`src/sv/nfcm_pkg.sv`:
```
// ----------------------------------------------------------------------------
// nfcm_pkg
// Types, constants and colormap coefficient functions of the false color
// mapper.
// ----------------------------------------------------------------------------
package nfcm_pkg;

  localparam int SAMPLE_BITS   = 32;
  localparam int FRACTION_BITS = 16;

  // signed width that holds differences of two samples and their negation
  localparam int EXT_W     = SAMPLE_BITS + 2;
  // normalized value, unsigned Q1.FRACTION_BITS
  localparam int NORM_W    = FRACTION_BITS + 1;
  localparam int SEG_CMP_W = NORM_W + 2;
  localparam int CNT_W     = $clog2(FRACTION_BITS + 1);

  // shared color datapath
  localparam int MUL_W       = FRACTION_BITS + 3;
  localparam int PROD_W      = 2 * MUL_W;
  localparam int KMUL_W      = 14;
  localparam int SCL_W       = PROD_W + KMUL_W;
  localparam int Y_W         = 18;
  localparam int RECIP_W     = 27;
  localparam int RECIP_SHIFT = 26;
  localparam int QF_W        = Y_W + RECIP_W;
  localparam int Q_W         = QF_W - RECIP_SHIFT;
  localparam int C1_W        = 11;
  localparam int C0_W        = 9;

  localparam int CFG_IDX_W  = 2;
  localparam int CFG_DATA_W = 3;
  localparam int CMAP_W     = 3;

  localparam logic [NORM_W-1:0]        NORM_ONE   = NORM_W'(1) << FRACTION_BITS;
  localparam logic signed [KMUL_W-1:0] K_LIN      = 14'sd255;
  localparam logic signed [KMUL_W-1:0] K_QUAD     = 14'sd5763;
  localparam logic [Y_W-1:0]           Y_QUAD_OFS = 18'd306;
  localparam logic [Q_W-1:0]           CHAN_MAX   = Q_W'(255);

  typedef enum logic [1:0] {
    OP_FIRST = 2'd0,
    OP_SCAN  = 2'd1,
    OP_MAP   = 2'd2
  } op_t;

  typedef enum logic [CMAP_W-1:0] {
    CM_GRAY     = 3'd0,
    CM_JET      = 3'd1,
    CM_HOT      = 3'd2,
    CM_VIRIDIS  = 3'd3,
    CM_COOLWARM = 3'd4
  } cmap_t;

  typedef enum logic [CFG_IDX_W-1:0] {
    CFG_COLORMAP  = 2'd0,
    CFG_SYMMETRIC = 2'd1
  } cfg_reg_t;

  typedef enum logic [1:0] {
    SEG_0 = 2'd0,
    SEG_1 = 2'd1,
    SEG_2 = 2'd2,
    SEG_3 = 2'd3
  } seg_t;

  typedef enum logic [1:0] {
    CH_RED   = 2'd0,
    CH_GREEN = 2'd1,
    CH_BLUE  = 2'd2
  } chan_t;

  typedef enum logic [1:0] {
    DS_1    = 2'd0,
    DS_80   = 2'd1,
    DS_100  = 2'd2,
    DS_1000 = 2'd3
  } dsel_t;

  typedef struct packed {
    logic [1:0]                    operation;
    logic signed [SAMPLE_BITS-1:0] sample_value;
  } nfcm_in_t;

  typedef struct packed {
    logic [7:0] red;
    logic [7:0] green;
    logic [7:0] blue;
  } nfcm_out_t;

  // channel = floor(255 * (c1*n + c0*ONE) / (D*ONE)), or the viridis blue
  // quadratic when quad is set
  typedef struct packed {
    logic signed [C1_W-1:0] c1;
    logic signed [C0_W-1:0] c0;
    logic                   quad;
    dsel_t                  dsel;
  } coef_t;

  typedef struct packed {
    logic             start;
    logic [EXT_W-1:0] dividend;
    logic [EXT_W-1:0] divisor;
  } div_req_t;

  typedef struct packed {
    logic                     done;
    logic [FRACTION_BITS-1:0] quot;
  } div_sts_t;

  typedef struct packed {
    logic              start;
    logic [NORM_W-1:0] n;
    logic [CMAP_W-1:0] cmap;
  } clr_req_t;

  typedef struct packed {
    logic      done;
    nfcm_out_t rgb;
  } clr_sts_t;

  function automatic coef_t coef_of(input logic [CMAP_W-1:0] cmap, input seg_t seg,
                                    input chan_t ch);
    coef_t c;
    c.c1   = '0;
    c.c0   = '0;
    c.quad = 1'b0;
    c.dsel = DS_1;
    unique case (cmap)
      CM_JET: begin
        unique case (seg)
          SEG_0: begin
            if (ch == CH_GREEN) c.c1 = 11'sd4;
            else if (ch == CH_BLUE) c.c0 = 9'sd1;
          end
          SEG_1: begin
            if (ch == CH_GREEN) c.c0 = 9'sd1;
            else if (ch == CH_BLUE) begin
              c.c1 = -11'sd4;
              c.c0 = 9'sd2;
            end
          end
          SEG_2: begin
            if (ch == CH_RED) begin
              c.c1 = 11'sd4;
              c.c0 = -9'sd2;
            end else if (ch == CH_GREEN) c.c0 = 9'sd1;
          end
          default: begin
            if (ch == CH_RED) c.c0 = 9'sd1;
            else if (ch == CH_GREEN) begin
              c.c1 = -11'sd4;
              c.c0 = 9'sd4;
            end
          end
        endcase
      end
      CM_HOT: begin
        unique case (seg)
          SEG_0: begin
            if (ch == CH_RED) c.c1 = 11'sd3;
          end
          SEG_1: begin
            if (ch == CH_RED) c.c0 = 9'sd1;
            else if (ch == CH_GREEN) begin
              c.c1 = 11'sd3;
              c.c0 = -9'sd1;
            end
          end
          default: begin
            if (ch == CH_BLUE) begin
              c.c1 = 11'sd3;
              c.c0 = -9'sd2;
            end else c.c0 = 9'sd1;
          end
        endcase
      end
      CM_VIRIDIS: begin
        c.dsel = DS_1000;
        if (ch == CH_RED) begin
          c.c1 = 11'sd267;
          c.c0 = 9'sd4;
        end else if (ch == CH_GREEN) begin
          c.c1 = 11'sd865;
          c.c0 = 9'sd4;
        end else begin
          c.quad = 1'b1;
          c.dsel = DS_80;
        end
      end
      CM_COOLWARM: begin
        c.dsel = DS_100;
        // lower half in terms of t = 2n, upper half in terms of t = 2n - 1
        if (seg == SEG_0) begin
          if (ch == CH_RED) begin
            c.c1 = 11'sd154;
            c.c0 = 9'sd23;
          end else if (ch == CH_GREEN) begin
            c.c1 = 11'sd142;
            c.c0 = 9'sd29;
          end else begin
            c.c1 = 11'sd50;
            c.c0 = 9'sd75;
          end
        end else begin
          if (ch == CH_RED) begin
            c.c1 = -11'sd26;
            c.c0 = 9'sd113;
          end else if (ch == CH_GREEN) begin
            c.c1 = -11'sd138;
            c.c0 = 9'sd169;
          end else begin
            c.c1 = -11'sd168;
            c.c0 = 9'sd184;
          end
        end
      end
      default: begin
        c.c1 = 11'sd1;
      end
    endcase
    return c;
  endfunction

  // ceil(2^RECIP_SHIFT / D), exact floor for every quotient input below 2^Y_W
  function automatic logic [RECIP_W-1:0] recip_of(input dsel_t dsel);
    logic [RECIP_W-1:0] m;
    unique case (dsel)
      DS_80:   m = 27'd838861;
      DS_100:  m = 27'd671089;
      DS_1000: m = 27'd67109;
      default: m = RECIP_W'(1) << RECIP_SHIFT;
    endcase
    return m;
  endfunction

endpackage

```
`src/sv/nfcm_div.sv`:
```
// ----------------------------------------------------------------------------
// nfcm_div
// Restoring radix-2 divider, one fraction bit of the normalized value per
// cycle. Dividend must be below the divisor.
// ----------------------------------------------------------------------------
module nfcm_div (
  input  logic               clk,
  input  logic               rst_n,
  input  nfcm_pkg::div_req_t req,
  output nfcm_pkg::div_sts_t sts
);
  import nfcm_pkg::*;

  logic [EXT_W-1:0]         rem_r;
  logic [EXT_W-1:0]         dvs_r;
  logic [FRACTION_BITS-1:0] quo_r;
  logic [CNT_W-1:0]         cnt_r;
  logic                     busy_r;
  logic                     done_r;
  logic [EXT_W-1:0]         rem_sh;
  logic                     fits;
  logic [EXT_W-1:0]         rem_nxt;

  assign rem_sh  = {rem_r[EXT_W-2:0], 1'b0};
  assign fits    = (rem_sh >= dvs_r);
  assign rem_nxt = fits ? (rem_sh - dvs_r) : rem_sh;

  always_ff @(posedge clk) begin
    if (!rst_n) begin
      busy_r <= 1'b0;
      done_r <= 1'b0;
      cnt_r  <= '0;
    end else begin
      done_r <= 1'b0;
      if (req.start) begin
        busy_r <= 1'b1;
        cnt_r  <= '0;
      end else if (busy_r) begin
        cnt_r <= cnt_r + CNT_W'(1);
        if (cnt_r == CNT_W'(FRACTION_BITS - 1)) begin
          busy_r <= 1'b0;
          done_r <= 1'b1;
        end
      end
    end
  end

  always_ff @(posedge clk) begin
    if (req.start) begin
      rem_r <= req.dividend;
      dvs_r <= req.divisor;
      quo_r <= '0;
    end else if (busy_r) begin
      rem_r <= rem_nxt;
      quo_r <= {quo_r[FRACTION_BITS-2:0], fits};
    end
  end

  assign sts.done = done_r;
  assign sts.quot = quo_r;

endmodule

```
`src/sv/nfcm_color.sv`:
```
// ----------------------------------------------------------------------------
// nfcm_color
// Colormap evaluation. One multiply, scale and reciprocal-divide path is
// stepped through the three channels in turn.
// ----------------------------------------------------------------------------
module nfcm_color (
  input  logic               clk,
  input  logic               rst_n,
  input  nfcm_pkg::clr_req_t req,
  output nfcm_pkg::clr_sts_t sts
);
  import nfcm_pkg::*;

  typedef enum logic [3:0] {
    C_IDLE  = 4'b0001,
    C_TERM  = 4'b0010,
    C_SCALE = 4'b0100,
    C_QUOT  = 4'b1000
  } cstate_t;

  cstate_t                  state_r, state_nxt;
  chan_t                    ch_r;
  logic                     done_r;
  logic [NORM_W-1:0]        n_r;
  logic [CMAP_W-1:0]        cmap_r;
  seg_t                     seg_r;
  coef_t                    coef_r;
  logic signed [PROD_W-1:0] prod_r;
  logic [Y_W-1:0]           y_r;
  logic [7:0]               red_r, green_r, blue_r;

  // segment of the piecewise maps
  logic [SEG_CMP_W-1:0] n_e, n2, n3, n4, one_e, one2, one3;
  seg_t                 seg_in;

  assign n_e   = SEG_CMP_W'(req.n);
  assign n2    = n_e << 1;
  assign n3    = n_e + n2;
  assign n4    = n_e << 2;
  assign one_e = SEG_CMP_W'(NORM_ONE);
  assign one2  = one_e << 1;
  assign one3  = one_e + one2;

  always_comb begin
    seg_in = SEG_0;
    unique case (req.cmap)
      CM_JET: begin
        if (n4 < one_e) seg_in = SEG_0;
        else if (n2 < one_e) seg_in = SEG_1;
        else if (n4 < one3) seg_in = SEG_2;
        else seg_in = SEG_3;
      end
      CM_HOT: begin
        if (n3 < one_e) seg_in = SEG_0;
        else if (n3 < one2) seg_in = SEG_1;
        else seg_in = SEG_2;
      end
      CM_COOLWARM: begin
        if (n2 < one_e) seg_in = SEG_0;
        else seg_in = SEG_1;
      end
      default: seg_in = SEG_0;
    endcase
  end

  // term step: c1*n + c0*ONE, or n*(3*ONE - 2*n) for viridis blue
  coef_t                    coef;
  logic [MUL_W-1:0]         n_m;
  logic [MUL_W-1:0]         quad_b;
  logic signed [MUL_W-1:0]  mul_a, mul_b;
  logic signed [PROD_W-1:0] ofs;
  logic signed [PROD_W-1:0] prod_nxt;

  assign coef   = coef_of(cmap_r, seg_r, ch_r);
  assign n_m    = MUL_W'(n_r);
  assign quad_b = ((MUL_W'(NORM_ONE) << 1) + MUL_W'(NORM_ONE)) - (n_m << 1);

  always_comb begin
    if (coef.quad) begin
      mul_a = $signed(n_m);
      mul_b = $signed(quad_b);
      ofs   = '0;
    end else begin
      mul_a = MUL_W'(coef.c1);
      mul_b = $signed(n_m);
      ofs   = PROD_W'(coef.c0) <<< FRACTION_BITS;
    end
    prod_nxt = PROD_W'(mul_a * mul_b) + ofs;
  end

  // scale step: times 255 over ONE, or the viridis blue polynomial over ONE^2
  logic signed [SCL_W-1:0] scl, sh_lin, sh_quad;
  logic [Y_W-1:0]          y_nxt;

  assign scl     = SCL_W'(prod_r) * SCL_W'(coef_r.quad ? K_QUAD : K_LIN);
  assign sh_lin  = scl >>> FRACTION_BITS;
  assign sh_quad = scl >>> (2 * FRACTION_BITS);
  assign y_nxt   = coef_r.quad ? (sh_quad[Y_W-1:0] + Y_QUAD_OFS) : sh_lin[Y_W-1:0];

  // divide by the map's denominator through a reciprocal, then clamp
  logic [QF_W-1:0] qf;
  logic [Q_W-1:0]  q;
  logic [7:0]      chan_val;

  assign qf       = QF_W'(y_r) * QF_W'(recip_of(coef_r.dsel));
  assign q        = qf[QF_W-1:RECIP_SHIFT];
  assign chan_val = (q > CHAN_MAX) ? 8'hff : q[7:0];

  always_comb begin
    state_nxt = state_r;
    unique case (state_r)
      C_IDLE:  if (req.start) state_nxt = C_TERM;
      C_TERM:  state_nxt = C_SCALE;
      C_SCALE: state_nxt = C_QUOT;
      C_QUOT:  state_nxt = (ch_r == CH_BLUE) ? C_IDLE : C_TERM;
      default: state_nxt = C_IDLE;
    endcase
  end

  always_ff @(posedge clk) begin
    if (!rst_n) begin
      state_r <= C_IDLE;
      ch_r    <= CH_RED;
      done_r  <= 1'b0;
    end else begin
      state_r <= state_nxt;
      done_r  <= 1'b0;
      if (state_r == C_IDLE && req.start) begin
        ch_r <= CH_RED;
      end else if (state_r == C_QUOT) begin
        unique case (ch_r)
          CH_RED:   ch_r <= CH_GREEN;
          CH_GREEN: ch_r <= CH_BLUE;
          default: begin
            ch_r   <= CH_RED;
            done_r <= 1'b1;
          end
        endcase
      end
    end
  end

  always_ff @(posedge clk) begin
    if (state_r == C_IDLE && req.start) begin
      n_r    <= req.n;
      cmap_r <= req.cmap;
      seg_r  <= seg_in;
    end
    if (state_r == C_TERM) begin
      coef_r <= coef;
      prod_r <= prod_nxt;
    end
    if (state_r == C_SCALE) y_r <= y_nxt;
    if (state_r == C_QUOT) begin
      unique case (ch_r)
        CH_RED:   red_r   <= chan_val;
        CH_GREEN: green_r <= chan_val;
        default:  blue_r  <= chan_val;
      endcase
    end
  end

  assign sts.done      = done_r;
  assign sts.rgb.red   = red_r;
  assign sts.rgb.green = green_r;
  assign sts.rgb.blue  = blue_r;

endmodule

```
`src/sv/normalized_false_color_mapper_core.sv`:
```
// ----------------------------------------------------------------------------
// normalized_false_color_mapper_core
// Min/max normalized false color mapper. Scan beats (first scan, scan) update
// the running minimum and maximum and are taken one per cycle, with no result,
// while no map beat is in work or waiting for the output register. A map beat
// normalizes its sample to Q1.16 against that scale (symmetric about zero if
// selected) and returns one RGB beat from the selected colormap. A map beat
// keeps the input stalled through three setup steps, the restoring divider
// (one quotient bit a cycle) and the shared color multiply path (three steps
// per channel); a sample that clamps to either end of the scale skips the
// divider. The result sits in an output register, so a following scan beat is
// taken while it waits. The configuration port is always ready.
// ----------------------------------------------------------------------------
module normalized_false_color_mapper_core (
  input  logic                                clk,
  input  logic                                rst_n,
  input  logic                                in_valid,
  output logic                                in_stall,
  input  nfcm_pkg::nfcm_in_t                  in_data,
  output logic                                out_valid,
  input  logic                                out_stall,
  output nfcm_pkg::nfcm_out_t                 out_data,
  input  logic                                cfg_valid,
  output logic                                cfg_ready,
  input  logic [nfcm_pkg::CFG_IDX_W-1:0]      cfg_index,
  input  logic [nfcm_pkg::CFG_DATA_W-1:0]     cfg_data
);
  import nfcm_pkg::*;

  typedef enum logic [5:0] {
    S_IDLE  = 6'b000001,
    S_SCALE = 6'b000010,
    S_RANGE = 6'b000100,
    S_CHECK = 6'b001000,
    S_DIV   = 6'b010000,
    S_COLOR = 6'b100000
  } state_t;

  state_t                        state_r, state_nxt;
  logic                          push_r;
  logic [CMAP_W-1:0]             cmap_r;
  logic                          sym_r;
  logic signed [SAMPLE_BITS-1:0] min_r, max_r;
  logic signed [SAMPLE_BITS-1:0] v_r;
  logic signed [EXT_W-1:0]       lo_r, hi_r, range_r, d_r;
  logic                          out_valid_r;
  nfcm_out_t                     out_data_r;

  div_req_t div_req;
  div_sts_t div_sts;
  clr_req_t clr_req;
  clr_sts_t clr_sts;

  logic                          in_acc;
  logic                          out_free;
  logic signed [SAMPLE_BITS-1:0] smp;

  assign in_stall  = (state_r != S_IDLE) || push_r;
  assign in_acc    = in_valid && !in_stall;
  assign out_free  = !out_valid_r || !out_stall;
  assign smp       = $signed(in_data.sample_value);
  assign cfg_ready = 1'b1;

  // scale bounds, optionally symmetric about zero
  logic signed [EXT_W-1:0] lo_x, hi_x, abs_lo, abs_hi, mag;
  logic signed [EXT_W-1:0] rng;

  assign lo_x   = EXT_W'(min_r);
  assign hi_x   = EXT_W'(max_r);
  assign abs_lo = (lo_x < 0) ? -lo_x : lo_x;
  assign abs_hi = (hi_x < 0) ? -hi_x : hi_x;
  assign mag    = (abs_lo > abs_hi) ? abs_lo : abs_hi;
  assign rng    = hi_r - lo_r;

  logic clamp_lo, clamp_hi;
  assign clamp_lo = (d_r <= 0);
  assign clamp_hi = (d_r >= range_r);

  always_comb begin
    div_req.start    = (state_r == S_CHECK) && !clamp_lo && !clamp_hi;
    div_req.dividend = d_r;
    div_req.divisor  = range_r;
    clr_req.cmap     = cmap_r;
    clr_req.start    = 1'b0;
    clr_req.n        = {1'b0, div_sts.quot};
    if (state_r == S_CHECK) begin
      clr_req.start = clamp_lo || clamp_hi;
      clr_req.n     = clamp_lo ? '0 : NORM_ONE;
    end else if (state_r == S_DIV) begin
      clr_req.start = div_sts.done;
    end
  end

  always_comb begin
    state_nxt = state_r;
    unique case (state_r)
      S_IDLE: begin
        if (in_acc && in_data.operation == OP_MAP) state_nxt = S_SCALE;
      end
      S_SCALE: state_nxt = S_RANGE;
      S_RANGE: state_nxt = S_CHECK;
      S_CHECK: state_nxt = div_req.start ? S_DIV : S_COLOR;
      S_DIV:   if (div_sts.done) state_nxt = S_COLOR;
      S_COLOR: if (clr_sts.done) state_nxt = S_IDLE;
      default: state_nxt = S_IDLE;
    endcase
  end

  always_ff @(posedge clk) begin
    if (!rst_n) begin
      state_r     <= S_IDLE;
      push_r      <= 1'b0;
      cmap_r      <= CM_GRAY;
      sym_r       <= 1'b0;
      min_r       <= '0;
      max_r       <= '0;
      out_valid_r <= 1'b0;
    end else begin
      state_r <= state_nxt;
      if (cfg_valid && cfg_ready) begin
        unique case (cfg_index)
          CFG_COLORMAP:  cmap_r <= cfg_data;
          CFG_SYMMETRIC: sym_r  <= cfg_data[0];
          default: ;
        endcase
      end
      if (in_acc) begin
        unique case (in_data.operation)
          OP_FIRST: begin
            min_r <= smp;
            max_r <= smp;
          end
          OP_SCAN: begin
            if (smp < min_r) min_r <= smp;
            if (smp > max_r) max_r <= smp;
          end
          default: ;
        endcase
      end
      // finished color waits here until the output register frees up
      if (state_r == S_COLOR && clr_sts.done) push_r <= 1'b1;
      else if (push_r && out_free) push_r <= 1'b0;
      if (push_r && out_free) out_valid_r <= 1'b1;
      else if (!out_stall) out_valid_r <= 1'b0;
    end
  end

  always_ff @(posedge clk) begin
    if (in_acc) v_r <= smp;
    if (state_r == S_SCALE) begin
      lo_r <= sym_r ? -mag : lo_x;
      hi_r <= sym_r ? mag : hi_x;
    end
    if (state_r == S_RANGE) begin
      range_r <= (rng == 0) ? EXT_W'(1) : rng;
      d_r     <= EXT_W'(v_r) - lo_r;
    end
    if (push_r && out_free) out_data_r <= clr_sts.rgb;
  end

  nfcm_div u_div (
    .clk   (clk),
    .rst_n (rst_n),
    .req   (div_req),
    .sts   (div_sts)
  );

  nfcm_color u_color (
    .clk   (clk),
    .rst_n (rst_n),
    .req   (clr_req),
    .sts   (clr_sts)
  );

  assign out_valid = out_valid_r;
  assign out_data  = out_data_r;

endmodule

```
`config.mk`:
```
export PLATFORM = sky130hd
export DESIGN_NAME = normalized_false_color_mapper_core
export DESIGN_NICKNAME = d
export VERILOG_FILES = /design/src/sv/nfcm_pkg.sv /design/src/sv/nfcm_div.sv /design/src/sv/nfcm_color.sv /design/src/sv/normalized_false_color_mapper_core.sv
export SDC_FILE = /design/constraint.sdc
export NUM_CORES = 2
export LEC_CHECK = 0
export ABC_AREA = 1
export CAP_MARGIN = 20
export CORE_MARGIN = 2
export CORE_UTILIZATION = 40
export CTS_BUF_LIST = sky130_fd_sc_hd__clkbuf_8
export CTS_CLUSTER_SIZE = 10
export DETAILED_ROUTE_END_ITERATION = 6
export DONT_BUFFER_PORTS = 1
export GPL_ROUTABILITY_DRIVEN = 1
export HOLD_SLACK_MARGIN = 0.03
export PLACE_DENSITY = 0.65
export SYNTH_ARGS = -nofsm -noshare
export SYNTH_HDL_FRONTEND = slang
export SYNTH_SLANG_ARGS = --single-unit
```
`constraint.sdc`:
```
create_clock -name clk -period 14.53 [get_ports clk]
set_input_delay 3.6325 -clock clk [delete_from_list [all_inputs] [get_ports clk]]
set_output_delay 3.6325 -clock clk [all_outputs]
set_load 0.01 [all_outputs]
```
After elaboration in Yosys (flattened, before gate mapping) --
Cells that the tools add are included.
Storage, ports and cells: input port bits 44, register bits 470, output and inout port bits 27
Cells by class: magnitude comparators 14, reduce and logical (&&, ||, !) cells 36, multiply operators 3, multiplexer cells 82, eq/ne operators 36, add/sub/neg operators 11, bitwise logic cells 4
Operator list (count):
- $mux W34 | 5
- $pmux W32 S2 | 2
- $mux W20 | 5
- $mux W33 | 3
- $pmux W27 S3 | 1
- $ge A34 B34 Y1 | 2
- $mux W17 | 4
- $neg A32 Y34 | 2
- $lt A32 B1 Y1 const B | 2
- $mux W32 | 2
- $pmux W20 S3 | 1
- $mux W19 | 3
- $mux W9 | 6
- $mul A38 B14 Y50 | 1
- $mul A18 B27 Y45 | 1
- $mux W11 | 4
- $pmux W11 S4 | 1
- $add A38 B38 Y38 | 1
- $lt A19 B17 Y1 const B | 2
- $lt A19 B18 Y1 const B | 2
- $mul A19 B19 Y38 | 1
- $mux W38 | 1
- $pmux W6 S6 | 1
- $pmux W9 S4 | 1
- other kinds (58) | 132

Longest topological paths before layout --
depth after elaboration 8, depth in mapped cells 40, depth with buffers taken out 39

By module --
A second synthesis with hierarchy kept.
Unflattened totals: cells, all modules 8737, area, all modules 70074.7 sq um
By module, submodules not included:
- nfcm_color | area each 43684.4 sq um, cells an instance 5173, instances 1
- normalized_false_color_mapper_core | area each 19880.3 sq um, cells an instance 2628, instances 1
- nfcm_div | area each 6510.0 sq um, cells an instance 936, instances 1

Worst setup path after synthesis --
OpenSTA, ideal clock, no wires.
kind reg2reg, from reg state_r[5], to reg state_r[0], path slack 6.608 ns, library setup time 0.149 ns, required time 14.381 ns, cell stages (with the launch flop) 7, path buffers 0, arrival 7.773 ns, path through dfxtp_1 -> nor2_1 -> inv_1 -> nor4_1 -> inv_1 -> nand4_1 -> o311ai_0
Between the ends: cells in the longest elaborated chain, start to end 7
RTL lines:
- from (decl) | RTL line normalized_false_color_mapper_core.sv:39 | state_t state_r, state_nxt;
- from (signal assigned) | RTL line normalized_false_color_mapper_core.sv:119 | state_r <= state_nxt;
- $ne A6 B1 Y1 | RTL line normalized_false_color_mapper_core.sv:58 | assign in_stall = (state_r != S_IDLE) || push_r;
- $logic_or A1 B1 Y1 | RTL line normalized_false_color_mapper_core.sv:58
- $logic_not A1 Y1 | RTL line normalized_false_color_mapper_core.sv:59 | assign in_acc = in_valid && !in_stall;
- $logic_and A1 B1 Y1 | RTL line normalized_false_color_mapper_core.sv:59
- $logic_and A1 B1 Y1 | RTL line normalized_false_color_mapper_core.sv:98 | if (in_acc && in_data.operation == OP_MAP) state_nxt = S_SCALE;
- $ne A2 B2 Y1 (no source line)
- $reduce_and A3 Y1 (no source line)
Several ways; a longest one is shown, not always the timed one. A chain may end at the register's enable or synchronous reset.

Final worst setup path --
from reg u_color.cmap_r[2], to reg u_color.prod_r[35] (data pin)
Between the ends: cells in the longest elaborated chain, start to end 5
RTL lines:
- from (decl) | RTL line nfcm_color.sv:25 | logic [CMAP_W-1:0] cmap_r;
- from (signal assigned) | RTL line nfcm_color.sv:146 | cmap_r <= req.cmap;
- $eq A3 B3 Y1, or another cell as far along | RTL line nfcm_pkg.sv:129 | unique case (cmap)
- $pmux W11 S4 or $mux W1 (tied branches) | RTL line nfcm_pkg.sv:129
- $mux W19 | RTL line nfcm_color.sv:79 | if (coef.quad) begin
- $mul A19 B19 Y38 | RTL line nfcm_color.sv:88 | prod_nxt = PROD_W'(mul_a * mul_b) + ofs;
- $add A38 B38 Y38 * | RTL line nfcm_color.sv:88
- named net u_color.prod_nxt[35] | RTL line nfcm_color.sv:72 | logic signed [PROD_W-1:0] prod_nxt;
- to (signal assigned) | RTL line nfcm_color.sv:151 | prod_r <= prod_nxt;
- to (decl) | RTL line nfcm_color.sv:28 | logic signed [PROD_W-1:0] prod_r;
The timed path passes the listed nets; every way through them passes the cells marked *.

==> metrics.txt <==
# TYPE chip_impl_metric gauge
chip_impl_metric{name="fin_crit_share",unit="%"} 64.0
chip_impl_metric{name="number_of_enable_type_register_cells_in_the_synthesized_netlist",unit=""} 364
chip_impl_metric{name="crit_path_required_time",unit="ns"} 15.01
chip_impl_info{name="post-synth-top-count-cell",value="inv_1"} 1
chip_impl_metric{name="globalRouteOverflowTotal",unit=""} 0
chip_impl_metric{name="final_max_slew_viol_count",unit=""} 0
chip_impl_metric{name="cts_resized",unit=""} 0
chip_impl_metric{name="cts_hold_repair.buffers",unit=""} 0
chip_impl_metric{name="floorplan.rows",unit=""} 151
chip_impl_metric{name="avg_inst_size_synth",unit="µm²"} 8.25
chip_impl_metric{name="die_h",unit="µm"} 418
chip_impl_metric{name="synth_xor_xnor_area_share",unit="%"} 2.66
chip_impl_metric{name="overall_global_routing_resource_usage",unit="%"} 22.4
chip_impl_metric{name="post_synth_and_or_nand_nor_area_fraction",unit="%"} 17.6
chip_impl_metric{name="multi_input_gate_area",unit="mm²"} 0.0474
chip_impl_metric{name="critPathArrivalTime",unit="ns"} 9.78
chip_impl_metric{name="compound_gate_portion_of_the_synthesized_area",unit="%"} 7.83
chip_impl_metric{name="cts_post_setup_buffers_inserted",unit=""} 0
chip_impl_metric{name="synth-seq-cells",unit=""} 470
chip_impl_info{name="timing.critical_path.from",value="u_color.cmap_r[2]"} 1
chip_impl_metric{name="synth_adder_area_share",unit="%"} 41.0
chip_impl_metric{name="numCtsBuffers",unit=""} 77
chip_impl_info{name="hold_path_class",value="reg -> reg"} 1
chip_impl_metric{name="power-per-cell-area",unit="mW/mm²"} 50.9
chip_impl_metric{name="post-dp-hpwl",unit="mm"} 164
chip_impl_info{name="r2r-start",value="u_color.cmap_r[2]"} 1
chip_impl_metric{name="synth_cells",unit=""} 8295
chip_impl_metric{name="fp.dieArea",unit="mm²"} 0.174
chip_impl_info{name="worstReg2RegEnd",value="u_color.prod_r[35]"} 1
chip_impl_info{name="cell_types_occupying_the_most_area_after_synthesis",value="fa_1 (29%), edfxtp_1 (16%), ha_1 (12%)"} 1
chip_impl_metric{name="detailedRoute.firstPassIterationCount",unit=""} 7
chip_impl_metric{name="skew",unit="ns"} 0.0789
chip_impl_metric{name="mappedNetlistArea",unit="mm²"} 0.0684
chip_impl_metric{name="drt_iter0_markers",unit=""} 3897
chip_impl_metric{name="wl_per_cell",unit="µm"} 18.2
chip_impl_metric{name="globalplace.congestion",unit=""} 0.950
chip_impl_metric{name="leakagePower",unit="nW"} 36.1
chip_impl_metric{name="timing.slew.headroom",unit="%"} 26.7
chip_impl_metric{name="layout_min_cycle_time",unit="ns"} 9.30
chip_impl_info{name="slowest_stage",value="fa_1"} 1
chip_impl_metric{name="core-area",unit="mm²"} 0.170
chip_impl_metric{name="via_per_inst",unit=""} 5.14
chip_impl_metric{name="tightestPinTransition",unit="ns"} 1.10
chip_impl_metric{name="grt_start_max_net_pins",unit=""} 91
chip_impl_metric{name="setup-tns-final",unit="ns"} 0
chip_impl_metric{name="cap_viol_max_count",unit=""} 0
chip_impl_info{name="cts_tree",value="yes"} 1
chip_impl_info{name="crit_path_frequent_cell",value="fa_1"} 1
chip_impl_metric{name="synthMuxAreaShare",unit="%"} 0
chip_impl_metric{name="worst-r2r-setup-slack",unit="ns"} 5.23
chip_impl_metric{name="antenna_found_initial",unit=""} 7
chip_impl_metric{name="drc_viols",unit=""} 0
chip_impl_metric{name="clk_latency",unit="ns"} 0.77
chip_impl_metric{name="area_growth_syn_to_layout",unit="%"} 6.02
chip_impl_metric{name="boundaryPins",unit=""} 71
chip_impl_info{name="synth_top_flop_cell",value="edfxtp_1"} 1
chip_impl_info{name="min-delay-start",value="u_color.red_r[2]"} 1
chip_impl_metric{name="wirelength",unit="mm"} 192
chip_impl_info{name="critical_path.startpoint_type",value="flop"} 1
chip_impl_metric{name="via_count_of_the_first_global_routing_pass",unit=""} 56500
chip_impl_info{name="critical_path.endpoint_type",value="flop"} 1
chip_impl_metric{name="ir_worst_vdd",unit="mV"} 0.0883
chip_impl_metric{name="synth_cell_types",unit=""} 66
chip_impl_metric{name="dieWidth",unit="µm"} 418
chip_impl_metric{name="area.sequential",unit="mm²"} 0.0131
chip_impl_metric{name="ctsHtreeMaxLevel",unit=""} 3
chip_impl_metric{name="crit_path_max_fanout",unit=""} 35
chip_impl_info{name="synth_largest_area_cell",value="fa_1"} 1
chip_impl_metric{name="final-setup-viol-count",unit=""} 0
chip_impl_metric{name="fmaxAchievable",unit="GHz"} 0.107
chip_impl_metric{name="final_area",unit="mm²"} 0.0725
chip_impl_metric{name="synth.yosys.seq_area_share",unit="%"} 19.1
chip_impl_info{name="dominant_combinational_cell_family_by_area_after_synthesis",value="adder cells"} 1
chip_impl_metric{name="synth-async-reset-ratio",unit="%"} 0
chip_impl_info{name="status",value="complete, no violations"} 1
chip_impl_metric{name="yosysWarnings",unit=""} 0
chip_impl_metric{name="hold_viol",unit=""} 0
chip_impl_metric{name="synthDominantCellAreaShare",unit="%"} 29.4
chip_impl_metric{name="nets",unit=""} 9936
chip_impl_metric{name="nFillCells",unit=""} 17000
chip_impl_info{name="crit_end",value="u_color.prod_r[35]"} 1
chip_impl_info{name="setup_cp_type",value="reg -> reg"} 1
chip_impl_metric{name="drtAntennaViolNets",unit=""} 0
chip_impl_metric{name="timing.critical_path.slowest_cell_delay",unit="ns"} 0.90
chip_impl_metric{name="initial_utilization",unit="%"} 40.3
chip_impl_metric{name="grt_first_pass_wirelength",unit="mm"} 307
chip_impl_info{name="cts_root_buffer",value="clkbuf_8"} 1
chip_impl_metric{name="timing.reg2reg.worst_path_depth",unit=""} 29
chip_impl_info{name="synth.cells.most_frequent",value="inv_1 (1942), nand2_1 (1505), fa_1 (1006)"} 1
chip_impl_info{name="rsz0062_at_grt",value="no"} 1
chip_impl_metric{name="detailroute.via_count",unit=""} 54100
chip_impl_metric{name="place.port_buffers",unit=""} 0
chip_impl_metric{name="ctsLongestPathBuffers",unit=""} 3
chip_impl_metric{name="worst_setup_hold_path_clk_slew",unit="ns"} 0.07
chip_impl_metric{name="final_layout_size_suffix_gt1_share",unit="%"} 2.84
chip_impl_metric{name="post_dp_cell_area",unit="mm²"} 0.0708
chip_impl_metric{name="clock_sinks",unit=""} 470
[worst min path at each step]
stage,endpoint,slack (ns),cells past startpoint
after floorplan,out_data[0],0.40,0
after global placement,out_data[3],0.40,0
after detailed placement,out_data[3],0.40,0
after CTS,out_data[18],0.42,0
after global routing,out_data[22],0.42,0
final,out_data[18],0.42,0
[worst max-delay path, delay by kind of cell (launching register included)]
kind | cells | cell delay, ns
AOI/OAI and AO/OA | 3 | 1.17
buffers and inverters | 9 | 1.51
xor gates and xnor gates | 1 | 0.15
and+or+nand+nor | 8 | 1.33
DFF | 1 | 0.40
adders and majority gates | 8 | 4.47
[cells by family (layout without fill, tap and decap cells)]
kind of cell | after synthesis | after routing
compound gates | 954 | 954
xor+xnor | 208 | 208
fa+ha+maj | 1641 | 1641
buf+inv | 2120 | 2133
flops | 470 | 470
other cells | 2 | 11
simple gates | 2900 | 2900
[per-layer routing]
layer | vias to the layer above | global-route usage [%] | wire length (µm)
met2 | 1660 | 36.6 | 88200
met3 | 377 | 2.73 | 11000
met1 | 26300 | 30.4 | 84500
met4 | 0 | 8.90 | 8210
met5 | - | 0 | 0
li1 | 25800 | - | -
[flip-flops by register name (all words and copies together), names as in the netlist, 6 cells and up]
signal           flops
u_div.quo_r         16
out_data            24
u_color.y_r         18
hi_r                34
v_r                 32
state_r              6
range_r             34
u_color.prod_r      38
min_r               32
d_r                 34
u_color.blue_r       8
u_color.red_r        8
u_color.n_r         17
max_r               32
u_color.green_r      8
lo_r                34
u_div.rem_r         33
u_div.dvs_r         34
[area by class of cell]
class | instances | share of cell area [%]
inverters | 1953 | 10.1
repair buffers | 38 | 0.393
well taps | 2218 | 3.83
clock buffers | 79 | 1.50
diodes | 3 | 0.0103
clock inverters | 63 | 0.831
flip-flops and latches | 470 | 18.0
multi-input cells | 5711 | 65.3
[metrics by stage]
step / hold slack [ns] / instances / util [%] / total power (W) / setup WS [ns]
after floorplan: 0.400 / 8301 / - / 0.00218 / 6.61
after global placement: 0.400 / 10400 / 41.7 / 0.00238 / 5.29
after detailed placement: 0.405 / 10400 / 41.8 / 0.00240 / 5.31
after CTS: 0.416 / 10500 / 42.7 / 0.00372 / 5.32
after global routing: 0.424 / 10500 / 42.8 / 0.00390 / 4.76
final: 0.416 / 10500 / 42.8 / 0.00369 / 5.23
[report_power, final]
group          internal (W)  total [W]  switching (W)  leakage (nW)
clock              0.000700    0.00130       0.000603         0.903
combinational      0.000280   0.000877       0.000597          31.1
sequential          0.00148    0.00151      0.0000320          4.17
[cells in the final DEF (no fill, tap or decap), drive strengths merged, types with 15 or more instances in the layout]
master / Yosys / layout
a31oi: 28 / 28
o21ai: 264 / 264
nand3: 321 / 321
o21bai: 33 / 33
nand4: 120 / 120
o22ai: 18 / 18
o21a: 29 / 29
nor2: 786 / 786
fa: 1006 / 1006
clkbuf: 126 / 79
nand3b: 16 / 16
ha: 635 / 635
nor3: 76 / 76
nor4: 25 / 25
o211ai: 37 / 37
o31ai: 15 / 15
xnor2: 62 / 62
clkinv: 4 / 33
or2: 16 / 16
buf: 41 / 38
a21oi: 456 / 456
xor2: 146 / 146
inv: 1949 / 1969
a21o: 22 / 22
edfxtp: 364 / 364
nand2: 1524 / 1524
dfxtp: 106 / 106
(Power assumes the default switching activity.)
